`src/rtl/core/stq_pkg.sv`:
```
package stq_pkg;

    localparam int STQ_DEPTH      = 16;
    localparam int STQ_ID_WIDTH   = 10;
    localparam int STQ_TIME_WIDTH = 32;

    localparam logic [1:0] OP_ADD    = 2'd0;
    localparam logic [1:0] OP_ADJUST = 2'd1;
    localparam logic [1:0] OP_DELETE = 2'd2;
    localparam logic [1:0] OP_TICK   = 2'd3;

    localparam logic [2:0] ST_OK       = 3'd0;
    localparam logic [2:0] ST_FULL     = 3'd1;
    localparam logic [2:0] ST_NOTFOUND = 3'd2;
    localparam logic [2:0] ST_DUP      = 3'd3;
    localparam logic [2:0] ST_EXPIRED  = 3'd4;

endpackage

```
`src/rtl/core/stq_ram.sv`:
```
module stq_ram #(
    parameter int WIDTH = 8,
    parameter int DEPTH = 16
) (
    input  logic                     clk,
    input  logic                     wr_en,
    input  logic [$clog2(DEPTH)-1:0] wr_addr,
    input  logic [WIDTH-1:0]         wr_data,
    input  logic [$clog2(DEPTH)-1:0] rd_addr,
    output logic [WIDTH-1:0]         rd_data
);

    logic [WIDTH-1:0] mem [DEPTH];

    always_ff @(posedge clk)
    begin
        if (wr_en)
        begin
            mem[wr_addr] <= wr_data;
        end
        rd_data <= mem[rd_addr];
    end

endmodule

```
`src/rtl/core/sorted_timer_queue.sv`:
```
// Add, delete and adjust search linearly for the id; adjust then re-inserts it by time.
// Tick: removes the head while it is due, giving one expired id per removal.
// One item at a time: the input stalls until the item is done and its results are taken.
// Output stalls lengthen every operation that gives a result.
// Reset clears the entry count and the control state; RAM contents past the count are never used.
module sorted_timer_queue
    import stq_pkg::*;
#(
    parameter int DEPTH      = STQ_DEPTH,
    parameter int ID_WIDTH   = STQ_ID_WIDTH,
    parameter int TIME_WIDTH = STQ_TIME_WIDTH
) (
    input  logic                  clk,
    input  logic                  rst_n,
    input  logic                  in_valid,
    output logic                  in_stall,
    input  logic [1:0]            operation,
    input  logic [ID_WIDTH-1:0]   conn_id,
    input  logic [TIME_WIDTH-1:0] expire_time,
    input  logic [TIME_WIDTH-1:0] current_time,
    output logic                  out_valid,
    input  logic                  out_stall,
    output logic [2:0]            status,
    output logic [ID_WIDTH-1:0]   expired_id,
    output logic                  last
);

    localparam int AW = $clog2(DEPTH);
    localparam int CW = $clog2(DEPTH + 1);
    localparam int EW = TIME_WIDTH + ID_WIDTH;

    typedef enum logic [9:0] {
        S_IDLE   = 10'b0000000001,
        S_FRD    = 10'b0000000010,
        S_FCHK   = 10'b0000000100,
        S_RMRD   = 10'b0000001000,
        S_RMWR   = 10'b0000010000,
        S_INRD   = 10'b0000100000,
        S_INWR   = 10'b0001000000,
        S_TRD    = 10'b0010000000,
        S_TCHK   = 10'b0100000000,
        S_OUT    = 10'b1000000000
    } state_t;

    state_t state_reg, state_next;

    logic [CW-1:0] count_reg, count_next;
    logic [CW-1:0] idx_reg, idx_next;
    logic          found_reg, found_next;
    logic [1:0]            op_reg;
    logic [ID_WIDTH-1:0]   id_reg;
    logic [TIME_WIDTH-1:0] t_reg;
    logic [TIME_WIDTH-1:0] now_reg;

    logic          ov_reg, ov_next;
    logic [2:0]    ost_reg, ost_next;
    logic [ID_WIDTH-1:0] oid_reg, oid_next;
    logic          olast_reg, olast_next;
    // tick: number of entries removed so far in this tick
    logic [CW-1:0] tn_reg, tn_next;
    // hold the expired id until the next head shows whether it is the last
    logic [ID_WIDTH-1:0] pid_reg, pid_next;

    logic          wr_en;
    logic [AW-1:0] wr_addr, rd_addr;
    logic [EW-1:0] wr_data, rd_data;
    logic [TIME_WIDTH-1:0] rd_t;
    logic [ID_WIDTH-1:0]   rd_id;
    logic [CW-1:0] rd_idx;
    logic          head_due;

    assign rd_t  = rd_data[EW-1:ID_WIDTH];
    assign rd_id = rd_data[ID_WIDTH-1:0];
    assign head_due = (count_reg != '0) && (rd_t <= now_reg);

    stq_ram #(.WIDTH(EW), .DEPTH(DEPTH)) u_ram (
        .clk    (clk),
        .wr_en  (wr_en),
        .wr_addr(wr_addr),
        .wr_data(wr_data),
        .rd_addr(rd_addr),
        .rd_data(rd_data)
    );

    assign in_stall   = (state_reg != S_IDLE) || ov_reg;
    assign out_valid  = ov_reg;
    assign status     = ost_reg;
    assign expired_id = oid_reg;
    assign last       = olast_reg;

    always_ff @(posedge clk or negedge rst_n)
    begin
        if (!rst_n)
        begin
            state_reg <= S_IDLE;
            count_reg <= '0;
            ov_reg    <= 1'b0;
        end
        else
        begin
            state_reg <= state_next;
            count_reg <= count_next;
            ov_reg    <= ov_next;
        end
    end

    always_ff @(posedge clk)
    begin
        idx_reg   <= idx_next;
        found_reg <= found_next;
        ost_reg   <= ost_next;
        oid_reg   <= oid_next;
        olast_reg <= olast_next;
        tn_reg    <= tn_next;
        pid_reg   <= pid_next;
        if (state_reg == S_IDLE && in_valid && !ov_reg)
        begin
            op_reg  <= operation;
            id_reg  <= conn_id;
            t_reg   <= expire_time;
            now_reg <= current_time;
        end
    end

    always_comb
    begin
        state_next = state_reg;
        count_next = count_reg;
        idx_next   = idx_reg;
        found_next = found_reg;
        ov_next    = ov_reg && out_stall;
        ost_next   = ost_reg;
        oid_next   = oid_reg;
        olast_next = olast_reg;
        tn_next    = tn_reg;
        pid_next   = pid_reg;
        wr_en      = 1'b0;
        wr_addr    = idx_reg[AW-1:0];
        wr_data    = {t_reg, id_reg};
        rd_idx     = idx_reg;
        rd_addr    = rd_idx[AW-1:0];

        case (state_reg)
            S_IDLE:
            begin
                if (in_valid && !ov_reg)
                begin
                    idx_next   = '0;
                    found_next = 1'b0;
                    tn_next    = '0;
                    if (operation == OP_TICK)
                    begin
                        state_next = (count_reg == '0) ? S_IDLE : S_TRD;
                    end
                    else
                    begin
                        state_next = S_FRD;
                    end
                end
            end
            // linear search for the id
            S_FRD:
            begin
                if (idx_reg >= count_reg)
                begin
                    state_next = S_FCHK;
                end
                else
                begin
                    state_next = S_FCHK;
                end
            end
            S_FCHK:
            begin
                if (idx_reg < count_reg && rd_id == id_reg)
                begin
                    found_next = 1'b1;
                end
                if (idx_reg < count_reg && rd_id != id_reg)
                begin
                    idx_next   = idx_reg + 1'b1;
                    rd_idx     = idx_reg + 1'b1;
                    rd_addr    = rd_idx[AW-1:0];
                    state_next = S_FCHK;
                end
                else
                begin
                    oid_next   = id_reg;
                    olast_next = 1'b1;
                    ost_next   = ST_OK;
                    if (op_reg == OP_ADD)
                    begin
                        if (idx_reg < count_reg)
                        begin
                            ost_next = ST_DUP;
                            state_next = S_OUT;
                        end
                        else if (count_reg == CW'(DEPTH))
                        begin
                            ost_next = ST_FULL;
                            state_next = S_OUT;
                        end
                        else
                        begin
                            idx_next   = count_reg;
                            state_next = S_INRD;
                        end
                    end
                    else if (idx_reg >= count_reg)
                    begin
                        ost_next   = ST_NOTFOUND;
                        state_next = S_OUT;
                    end
                    else
                    begin
                        state_next = S_RMRD;
                    end
                end
            end
            // shift entries after idx one down
            S_RMRD:
            begin
                if (idx_reg + 1'b1 >= count_reg)
                begin
                    count_next = count_reg - 1'b1;
                    if (op_reg == OP_ADJUST)
                    begin
                        idx_next   = count_reg - 1'b1;
                        state_next = S_INRD;
                    end
                    else if (tn_reg != '0)
                    begin
                        state_next = S_IDLE;
                    end
                    else
                    begin
                        state_next = S_OUT;
                    end
                end
                else
                begin
                    rd_idx     = idx_reg + 1'b1;
                    rd_addr    = rd_idx[AW-1:0];
                    state_next = S_RMWR;
                end
            end
            S_RMWR:
            begin
                wr_en      = 1'b1;
                wr_data    = rd_data;
                idx_next   = idx_reg + 1'b1;
                state_next = S_RMRD;
            end
            // walk from the tail, moving later entries up
            S_INRD:
            begin
                if (idx_reg == '0)
                begin
                    wr_en      = 1'b1;
                    count_next = count_reg + 1'b1;
                    state_next = S_OUT;
                end
                else
                begin
                    rd_idx     = idx_reg - 1'b1;
                    rd_addr    = rd_idx[AW-1:0];
                    state_next = S_INWR;
                end
            end
            S_INWR:
            begin
                wr_en = 1'b1;
                if (rd_t > t_reg)
                begin
                    wr_data    = rd_data;
                    idx_next   = idx_reg - 1'b1;
                    state_next = S_INRD;
                end
                else
                begin
                    count_next = count_reg + 1'b1;
                    state_next = S_OUT;
                end
            end
            // tick: head read
            S_TRD:
            begin
                rd_idx     = '0;
                rd_addr    = rd_idx[AW-1:0];
                state_next = S_TCHK;
            end
            S_TCHK:
            begin
                // keep the head on the read port while waiting for the output
                rd_idx  = '0;
                rd_addr = rd_idx[AW-1:0];
                if (tn_reg == '0 || !ov_next)
                begin
                    if (tn_reg != '0)
                    begin
                        ov_next    = 1'b1;
                        ost_next   = ST_EXPIRED;
                        oid_next   = pid_reg;
                        olast_next = !head_due;
                    end
                    if (head_due)
                    begin
                        pid_next = rd_id;
                        tn_next  = tn_reg + 1'b1;
                        idx_next = '0;
                        if (count_reg == CW'(1))
                        begin
                            count_next = '0;
                            state_next = S_TRD;
                        end
                        else
                        begin
                            state_next = S_RMRD;
                        end
                    end
                    else
                    begin
                        state_next = S_IDLE;
                    end
                end
            end
            S_OUT:
            begin
                if (!ov_reg)
                begin
                    ov_next    = 1'b1;
                    state_next = S_IDLE;
                end
            end
            default:
            begin
                state_next = S_IDLE;
            end
        endcase

        // after a tick removal, go check the new head
        if (state_reg == S_RMRD && op_reg == OP_TICK && idx_reg + 1'b1 >= count_reg)
        begin
            state_next = S_TRD;
        end
    end

endmodule
```
`config.mk`:
```
export PLATFORM = sky130hd
export DESIGN_NAME = sorted_timer_queue
export DESIGN_NICKNAME = d
export VERILOG_FILES = /design/src/rtl/core/stq_pkg.sv /design/src/rtl/core/stq_ram.sv /design/src/rtl/core/sorted_timer_queue.sv
export SDC_FILE = /design/constraint.sdc
export NUM_CORES = 1
export LEC_CHECK = 0
export BUFFER_PORTS_ARGS = -buffer_cell sky130_fd_sc_hd__buf_2
export CORE_UTILIZATION = 45
export DETAILED_ROUTE_END_ITERATION = 10
export GPL_TIMING_DRIVEN = 0
export PLACE_DENSITY_LB_ADDON = 0.08
export SETUP_SLACK_MARGIN = 0.1
export SYNTH_ARGS = -nofsm -noshare
export SYNTH_HDL_FRONTEND = slang
export SYNTH_SLANG_ARGS = --single-unit
export TNS_END_PERCENT = 100
```
`constraint.sdc`:
```
create_clock -name clk -period 7.05 [get_ports clk]
set_input_delay 0 -clock clk [delete_from_list [all_inputs] [get_ports clk]]
set_output_delay 0 -clock clk [all_outputs]
set_load 0.01 [all_outputs]
```
Word-level counts from Yosys, hierarchy flattened
Memories as Yosys holds them, arrays and structs flattened. A register that Yosys moved wholly into a read port is not among the register bits.
Cells that the tools add are included.

word-level totals
  bits in registers = 126
  memory bits (writable) = 672
  bits of input ports = 80
  output and inout port bits = 16
  word-level logic and storage cells = 159
  memories = 1

cells by class
  add/sub/neg operators = 5
  magnitude comparators = 5
  equality and inequality tests = 34
  multiplexer cells = 70
  reductions and logical operators = 31

memory list
  memory     depth  bits a word  rd ports  clocked after Yosys merged registers in  wr ports  line           source
  u_ram.mem  16     42           1         1                                        1         stq_ram.sv:13  logic [WIDTH-1:0] mem [DEPTH];

operator list
  operator                                                                count
  10-bit two-way mux                                                      18
  10-bit case mux with 10 select lines                                    1
  5-bit two-way mux                                                       18
  42-bit case mux with 2 select lines                                     1
  42-bit two-way mux                                                      1
  32-bit greater-than comparator                                          1
  32-bit less-or-equal comparator                                         1
  5-bit case mux with 6 select lines                                      1
  8-bit two-way mux                                                       3
  10-bit case mux with 2 select lines                                     1
  5-bit case mux with 4 select lines                                      1
  2-bit != test, second input constant                                    9
  4-bit case mux with 4 select lines                                      1
  5-bit by 1-bit adder with 5-bit output, second input constant           3
  5-bit logical NOT                                                       3
  3-bit != test, second input constant                                    5
  3-bit two-way mux                                                       4
  4-bit two-way mux                                                       3
  10-bit by 1-bit equality test with 1-bit output, second input constant  1
  10-bit equality test, second input constant                             1
  10-bit by 2-bit equality test with 1-bit output, second input constant  1
  10-bit by 3-bit equality test with 1-bit output, second input constant  1
  10-bit by 4-bit equality test with 1-bit output, second input constant  1
  10-bit by 5-bit equality test with 1-bit output, second input constant  1
  other kinds (33)                                                        64

Longest topological paths before layout
Gate-level depths: netlist (run 1).

  word-level depth = 7
  gate-level depth with buffers = 21
  mapped depth without buffers = 13

Hierarchy
Synthesis (run 1) repeated with hierarchy kept, for this count alone.

unflattened totals
  cells, all modules = 1819
  area total of the unflattened synthesis = 33930.0 µm²

by module, submodules not included
  module              instances  cells each  area an instance (µm²)  sequential area each (µm²)
  stq_ram             1          1092        26056.2                 21020.2
  sorted_timer_queue  1          727         7873.8                  3704.8

Least setup slack after synthesis (run 1)
No wires, ideal clock.

  path type = reg-to-reg
  start point = register idx_reg[0]
  end point = memory u_ram.mem[0][0] (netlist name) (enable)
  library setup time = 0.493 ns
  arrival = 5.425 ns
  required time = 6.557 ns
  slack = 1.131 ns
  stages on the path, launching flop included = 13
  buffers on the path = 5
  period minus slack after synthesis = 5.919 ns
  cell sequence = edfxtp_1 > clkbuf_1 > clkbuf_1 > clkbuf_1 > clkbuf_1 > buf_1 > inv_1 > ha_1 > nor4b_1 > nand4_1 > nand2_1 > nand2_1 > nor3_1

between the ends
  word-level cells in the longest chain between the ends = 5

ends and longest elaborated chain
  what                                     line                       source
  start: declaration                       sorted_timer_queue.sv:48   logic [CW-1:0] idx_reg, idx_next;
  start signal: assignment                 sorted_timer_queue.sv:109  idx_reg <= idx_next;
  5-bit logical NOT                        sorted_timer_queue.sv:257  if (idx_reg == '0)
  1-bit two-way mux                        sorted_timer_queue.sv:257
  1-bit case mux with 2 select lines       sorted_timer_queue.sv:143  case (state_reg)
  1-bit two-way mux                        stq_ram.sv:17              if (wr_en)
  1-bit two-way mux (not written as such)  stq_ram.sv:19              mem[wr_addr] <= wr_data;
  end: declaration                         stq_ram.sv:13

Parallel ways exist; a longest one is shown, timed or not.

Worst setup path after layout (run 1)
  start point = register idx_reg[0]
  end point = register u_ram.rd_data[22], read port of u_ram.mem

between the ends
  word-level cells in the longest chain between the ends = 4
  elaborated cells on any way between the ends = 10
  those cells by class = 2 x add/sub; 2 x order compare; 4 x mux; 2 x reduce/logical

ends and longest elaborated chain
  what                                                                                 line                                                  source
  5-bit by 1-bit adder with 5-bit output / 5-bit < comparator (equally long branches)  sorted_timer_queue.sv:223, sorted_timer_queue.sv:179
  5-bit >= comparator / 1-bit logical AND (equally long branches)                      sorted_timer_queue.sv:223, sorted_timer_queue.sv:179
  4-bit two-way mux (on tied branches)                                                 sorted_timer_queue.sv:223, sorted_timer_queue.sv:179
  4-bit case mux with 4 select lines (*)                                               sorted_timer_queue.sv:143
  end: declaration                                                                     stq_ram.sv:10                                         output logic [WIDTH-1:0] rd_data

Every way passes the cells marked *; elsewhere a longest branch is shown, timed or not.
A chain may end at the register's enable or synchronous reset.

==> run_results.csv, run 1 <==
group,metric,value,unit
outcome,status,"complete, no violations",
timing,slew_headroom,13.37,%
worst_setup_path,worstPathMaxFanout,19,
die,dieArea,87980,um^2
cells_and_area,final_common_cell,"edfxtp_1",
worst_setup_path,r2r-start,"idx_reg[0]",
die,core_area,85550,um^2
cts,cts_sinks,840,
routing,drc_errors,0,
yosys,netlist_instances,2807,
timing,fin_worst_skew,0.03405,ns
power,leakage,16.57,nW
timing,fmax,149.4,MHz
yosys,synth_cell_types,91,
worst_setup_path,crit_type,"reg2reg",
cells_and_area,top_register,"u_ram.mem",
routing,drt-initial-drc-count,2381,
die,chipHeight,296.6,um
cts,cts_tree,"done",
worst_setup_path,slowest_stage,"buf_2",
cells_and_area,fill_cells,7123,
routing,via_count,25828,
worst_hold_path,hold_path.class,"in2reg",
cells_and_area,largestRegisters,"u_ram.mem (672), u_ram.rd_data (42)",
yosys,synthMuxAreaShare,11.33,%
cells_and_area,diodes,0,
placement,dp_hpwl,80580,um
worst_setup_path,cp-start-kind,"flop",
cells_and_area,utilization,53.45,%
grt,antenna_found_initial,1,
job,maxCapViolations,0,
yosys,synth_compound_area_share,9.870,%
cells_and_area,final_cell_mix,"edfxtp_1, mux2i_1, nor2b_1, mux2_2, o211ai_1",
timing,hold_violations,0,
cts,clkTransAtPathRegs,0.06,ns
cts,root_buffer,"clkbuf_16",
routing,drt-pass1-iter-count,7,
worst_setup_path,cp_cell_sequence,"clkbuf_1 > clkbuf_2 > clkbuf_1 > clkbuf_4 > inv_1 > ha_1 > ha_1 > a21o_1 > a31oi_1 > o21a_1 > o21a_2 > nand2_1 > a21oi_2 > buf_2 > buf_2 > o211ai_1 > a32oi_1 > o221ai_1",
grt,grt.total_usage,26.59,%
yosys,synth-edff-count,782,
routing,ant_nets,0,
placement,io_buffers,95,
cts,htreeDepth,3,
worst_hold_path,hold_start,"current_time[29]",
cts,clock_latency,0.68,ns
placement,dp.cells,4085,
routing,post_drt_via_cell_ratio,5.950,
yosys,synth_seq_cells,840,
timing,rsz0062_at_grt,"no",
worst_setup_path,crit_required,7.56,ns
cts,cts_buffer_depth,3,
cells_and_area,drive_gt1_share,17.52,%
worst_setup_path,worst_ep_arrival_time,7.20,ns
cells_and_area,fin_cells,4341,
timing,post-route-period-util,94.95,%
grt,grt-ovfl-total,0,
yosys,synthFlopType,"edfxtp_1",
cells_and_area,largest_reg_flops,672,
timing,setup_violations,0,
worst_setup_path,cp-end-kind,"flop",
worst_setup_path,slowest_delay,0.54,ns
timing,maxSlewViolCount,0,
timing,setup_tns,0,ns
power,ir_drop,0.2676,mV
grt,grt_max_degree,43,
cts,cts_buffers,93,
grt,grt_pass1_wl,170100,um
yosys,yosysWarnings,0,
yosys,synth_top_family_by_area,"multiplexers",
yosys,synth_area,39060,um^2
power,power_per_cell_area,429.3,nW/um^2
cells_and_area,area_delta_synth_final,17.06,%
routing,wirelength,116600,um
cells_and_area,nets,3282,
yosys,synthXorXnorAreaFrac,0.4485,%
timing,period_needed,6.694,ns
placement,gp_congestion,0.8762,
yosys,synth_adder_area_share,2.723,%
timing,tightest_slew,1.289,ns
yosys,seq_area_frac_synth,63.30,%
routing,wl_per_cell,26.85,um
yosys,synthSimpleGateAreaFrac,8.162,%
die,start_util,45.66,%
grt,grt_pass1_vias,25989,
yosys,synthesis.nets,2972,
yosys,postSynthAreaPerCell,13.91,um^2
die,die_w,296.6,um
yosys,synth-async-reset-ratio,1.905,%
die,core.rowCount,107,
worst_setup_path,crit_start,"idx_reg[0]",
die,pin_count,96,
## cells in the mapped netlist, drive strengths merged (3+ instances only)
master	count	area, um^2
a21oi	37	188.9
dfrtp	15	375.4
nand4b	3	32.53
clkbuf	138	536.8
o41ai	3	26.28
nor2	62	235.2
inv	163	611.8
or2	3	18.77
edfxtp	782	23480
nor3	9	45.04
o221ai	47	417.9
mux2i	253	2532
mux2	168	1892
dfxtp	42	840.8
buf	66	469.2
nand4	98	613.1
a221oi	3	26.28
a211oi	5	42.54
o211ai	169	1274
o21ai	39	198.9
o311ai	85	744.5
nand3	60	305.3
nor2b	177	1107
a21o	16	120.1
and3	10	62.56
a22o	3	26.28
a31oi	9	62.56
a32oi	45	394.1
or3	3	23.77
xnor2	5	43.79
nor4	12	136.4
nand2	117	441.7
o21a	6	46.30
ha	85	1064
nand2b	9	56.30
xor2	15	131.4
## stage by stage
| step | hold WS, ns | worst slack [ns] | power, mW | instance area, um^2 |
|---|---|---|---|---|
| 6_report | 0.02382 | 0.3559 | 19.63 | 45720 |
| 5_1_grt | 0.01569 | 0.1049 | 20.46 | 45720 |
| 4_1_cts | 0.0003760 | 0.2861 | 19.67 | 45710 |
| 3_5_place_dp | -0.04921 | -0.8200 | 14.52 | 41670 |
| 3_3_place_gp | -0.04020 | -4.100 | 14.37 | 40960 |
| 2_1_floorplan | -0.2956 | 1.131 | 11.62 | 39060 |
## path summary, 6_finish.rpt
kind | end | slack (ns) | depth (start not counted)
worst max register to register | u_ram.rd_data[22] | 0.36 | 18
worst min-delay path | now_reg[29] | 0.02 | 2
worst max-delay path | u_ram.rd_data[22] | 0.36 | 18
min in group asynchronous | state_reg[0] | 0.40 | 3
max in group asynchronous | count_reg[1] | 5.41 | 4
worst min register to register | pid_reg[2] | 0.47 | 0
## area by class of cell
type                            instances  area [um^2]  area share [%]
Inverter                              165        620.6           1.357
Timing Repair Buffer                  216         1882           4.116
Buffer                                203         1007           2.203
Sequential cell                       840        24730           54.08
Multi-Input combinational cell       1598        12840           28.08
Clock inverter                         42        539.3           1.179
Clock buffer                          133         2680           5.862
Tap cell                             1144         1431           3.131
## where the power goes
group          switching [mW]  internal (mW)
sequential              0.284           6.06
clock                    2.04           3.03
combinational            5.21           3.00
## kinds of logic after synthesis
group	count (synthesis)
flip-flops	840
AND/OR/NAND/NOR	576
adder cells (fa/ha/maj)	85
buffers and inverters	369
AO/OA/AOI/OAI	496
XOR/XNOR	20
multiplexers	421
## routing by layer
layer / share of wire (%) / track usage, % / vias up
li1: - / - / 11560
met1: 43 / 35.98 / 12958
met2: 47 / 42.86 / 1059
met3: 6.8 / 4.677 / 251
met4: 3.5 / 9.832 / 0
met5: 0 / 0 / -
## timing repair
action                     4_1_cts  5_1_grt
setup endpoints to repair       47       35
gates resized for setup          4        2
hold endpoints to repair        98        0
setup buffers                    0        0
hold buffers                    81        0
## worst max-delay path, delay by kind of cell (launching register included)
family	cells	cell delay (ns)
and+or+nand+nor	1	0.13
adders and majority gates	2	0.69
AOI/OAI and AO/OA	8	2.28
DFF	1	0.46
buffers and inverters	7	2.94
(Power assumes the default switching activity.)
==> run 2: changes to the inputs <==
--- a/config.mk
+++ b/config.mk
@@ -6,7 +6,9 @@
 export NUM_CORES = 1
 export LEC_CHECK = 0
 export BUFFER_PORTS_ARGS = -buffer_cell sky130_fd_sc_hd__buf_2
+export CAP_MARGIN = 10
 export CORE_UTILIZATION = 45
+export CTS_BUF_LIST = sky130_fd_sc_hd__clkbuf_8
 export DETAILED_ROUTE_END_ITERATION = 10
 export GPL_TIMING_DRIVEN = 0
 export PLACE_DENSITY_LB_ADDON = 0.08
==> run 2 against run 1 <==
- utilization rose by 0.36 points
- sequential share of layout area fell by 0.36 points
- fmax rose by 0.45%
- wire length rose by 1.1%
- global-route usage rose by 0.44 points
- clock power fell by 18%
- first-iteration DRC count fell by 4.8%
- clock skew rose by 0.0083 ns
- final cell count rose by 4.1%
- final area rose by 0.68%
- worst hold slack improved by 0.085 ns
- critical path depth fell by 1
- largest power group unchanged
==> run_results.csv, run 2 (synthesis results as in run 1) <==
group,metric,value,unit
outcome,status,"complete, no violations",
timing,period_needed,6.664,ns
power,power,18.78,mW
worst_setup_path,slowest_stage,"clkbuf_1",
routing,drc_errors,0,
worst_setup_path,crit_top_cell,"clkbuf_1",
routing,ant_nets,0,
grt,gr-usage-met2,43.46,%
cts,htreeDepth,4,
cells_and_area,nets,3415,
power,power_per_cell_area,407.9,nW/um^2
power,swShare,40.25,%
timing,rsz0062_at_grt,"no",
cts,cts_tree,"done",
timing,slew_headroom,21.34,%
routing,wl_per_cell,26.08,um
power,p_sw,7.557,mW
worst_setup_path,worst_ep_arrival_time,7.38,ns
cells_and_area,top_register,"u_ram.mem",
grt,grt_pass1_wl,172400,um
worst_setup_path,cp_cell_sequence,"clkbuf_1 > clkbuf_2 > clkbuf_1 > clkbuf_4 > inv_1 > ha_1 > ha_1 > a21o_1 > a31oi_1 > o21a_1 > o21ai_2 > o31ai_2 > a21oi_1 > nor2_2 > clkbuf_1 > a32oi_1 > o221ai_1",
grt,met1_usage,35.72,%
grt,antenna_found_initial,5,
timing,whs,0.1091,ns
die,chipHeight,296.6,um
cells_and_area,area_delta_synth_final,17.86,%
worst_setup_path,crit_required,7.76,ns
power,internal_power,11.22,mW
placement,io_buffers,95,
timing,maxSlewViolCount,0,
timing,post-route-period-util,94.52,%
cells_and_area,final_cell_mix,"edfxtp_1, mux2i_1, inv_1, nor2b_1",
power,leakage,16.89,nW
timing,fin_worst_skew,0.04234,ns
grt,grt_pass1_vias,26725,
power,combPwrFrac,44.0,%
timing,setup_tns,0,ns
cells_and_area,largestRegisters,"u_ram.mem (672), u_ram.rd_data (42)",
power,ir_drop,0.2798,mV
placement,dp_hpwl,80550,um
cts,cts_buffer_depth,3,
cells_and_area,largest_reg_flops,672,
routing,via_count,26391,
power,clockPowerShare,22.2,%
cts,root_buffer,"clkbuf_8",
grt,grt-ovfl-total,0,
job,maxCapViolations,0,
worst_setup_path,cp-end-kind,"flop",
die,die_w,296.6,um
grt,busiest_layer,"met2",
die,dieArea,87980,um^2
routing,drt-initial-drc-count,2267,
cts,cts_sinks,840,
grt,grt.total_usage,27.03,%
timing,fmax,150.1,MHz
timing,tightest_slew,1.180,ns
placement,dp.cells,4087,
cts,clkTransAtPathRegs,0.06,ns
worst_hold_path,hold_path.class,"in2reg",
die,start_util,45.66,%
timing,setup_violations,0,
placement,gp_congestion,0.8762,
timing,hold_violations,0,
worst_setup_path,cp-start-kind,"flop",
grt,grt_use_met3,5.820,%
routing,wirelength,117900,um
timing,worst_slack,0.3860,ns
grt,grt_max_degree,43,
routing,drt-pass1-iter-count,6,
die,pin_count,96,
worst_setup_path,worstPathMaxFanout,19,
cells_and_area,fin_cells,4520,
cts,clock_latency,0.81,ns
cells_and_area,fill_cells,7184,
cts,post-cts-setup-buffer-count,0,
routing,post_drt_via_cell_ratio,5.839,
die,core.rowCount,107,
cts,cts_buffers,149,
placement,place_ws,-0.7769,ns
worst_setup_path,slowest_delay,0.71,ns
power,p_seq_share,33.8,%
die,core_area,85550,um^2
cells_and_area,drive_gt1_share,17.90,%
cells_and_area,final_common_cell,"edfxtp_1",
worst_setup_path,crit_type,"reg2reg",
[run 2: changes by cell type in the layout (fill, tap and decap cells not counted), sizes merged]
cell,change
buf,+1
bufinv,-8
clkbuf,+21
clkinv,+32
clkinvlp,+7
diode,+1
dlygate4sd3,+76
inv,+49
[run 2: power groups by stage]
| stage | combinational, mW | sequential, mW | clock, mW |
|---|---|---|---|
| floorplan | 5.30 | 6.32 | 0 |
| global placement | 7.91 | 6.46 | 0 |
| detailed placement | 8.07 | 6.45 | 0 |
| CTS | 8.19 | 6.35 | 4.27 |
| global route | 8.78 | 6.38 | 4.48 |
| finish | 8.26 | 6.35 | 4.17 |
[run 2: stage by stage]
stage / utilization (%) / area, um^2
global route: 53.81 / 46030
CTS: 53.79 / 46020
finish: 53.81 / 46030
floorplan: - / 39060
global placement: 47.88 / 40960
detailed placement: 48.73 / 41690
[run 2: final timing paths]
check | from | to | slack, ns | depth (start not counted)
hold / removal | operation[0] | state_reg[1] | 0.11 | 4
min in group asynchronous | rst_n | state_reg[1] | 0.36 | 3
max in group asynchronous | rst_n | count_reg[2] | 6.16 | 3
setup reg to reg | idx_reg[0] | u_ram.rd_data[15] | 0.39 | 17
setup / recovery | idx_reg[0] | u_ram.rd_data[15] | 0.39 | 17
hold reg to reg | u_ram.rd_data[2] | pid_reg[2] | 0.47 | 0
[run 2: repair_timing]
item | 4_1_cts | 5_1_grt
resized for setup | 4 | 2
hold buffers | 157 | 0
endpoints found under the setup margin | 46 | 13
hold endpoints to repair | 157 | 0
[run 2: layer usage]
| metal | wire length, um | vias up |
|---|---|---|
| met5 | 16 | - |
| met4 | 3976 | 2 |
| met3 | 8379 | 255 |
| met2 | 55190 | 1030 |
| met1 | 50340 | 13256 |
| li1 | - | 11848 |
[run 2: worst max-delay path, delay by kind of cell (launching register included)]
kind,cells,cell delay (ns)
AO/OA/AOI/OAI,8,2.01
adder cells (fa/ha/maj),2,0.71
buffers and inverters,6,2.69
flip-flops,1,0.45
AND/OR/NAND/NOR,1,0.64
[run 2: cell type report]
cell class,count,area (um^2),share of cell area (%)
multi-input combinational,1598,12840,27.89
clock inverter,122,629.4,1.367
clock buffer,154,2120,4.605
inverter,165,620.6,1.348
sequential,840,24730,53.71
antenna,1,2.502,0.005436
buffer,203,1007,2.188
tap,1144,1431,3.110
timing repair buffer,293,2656,5.771
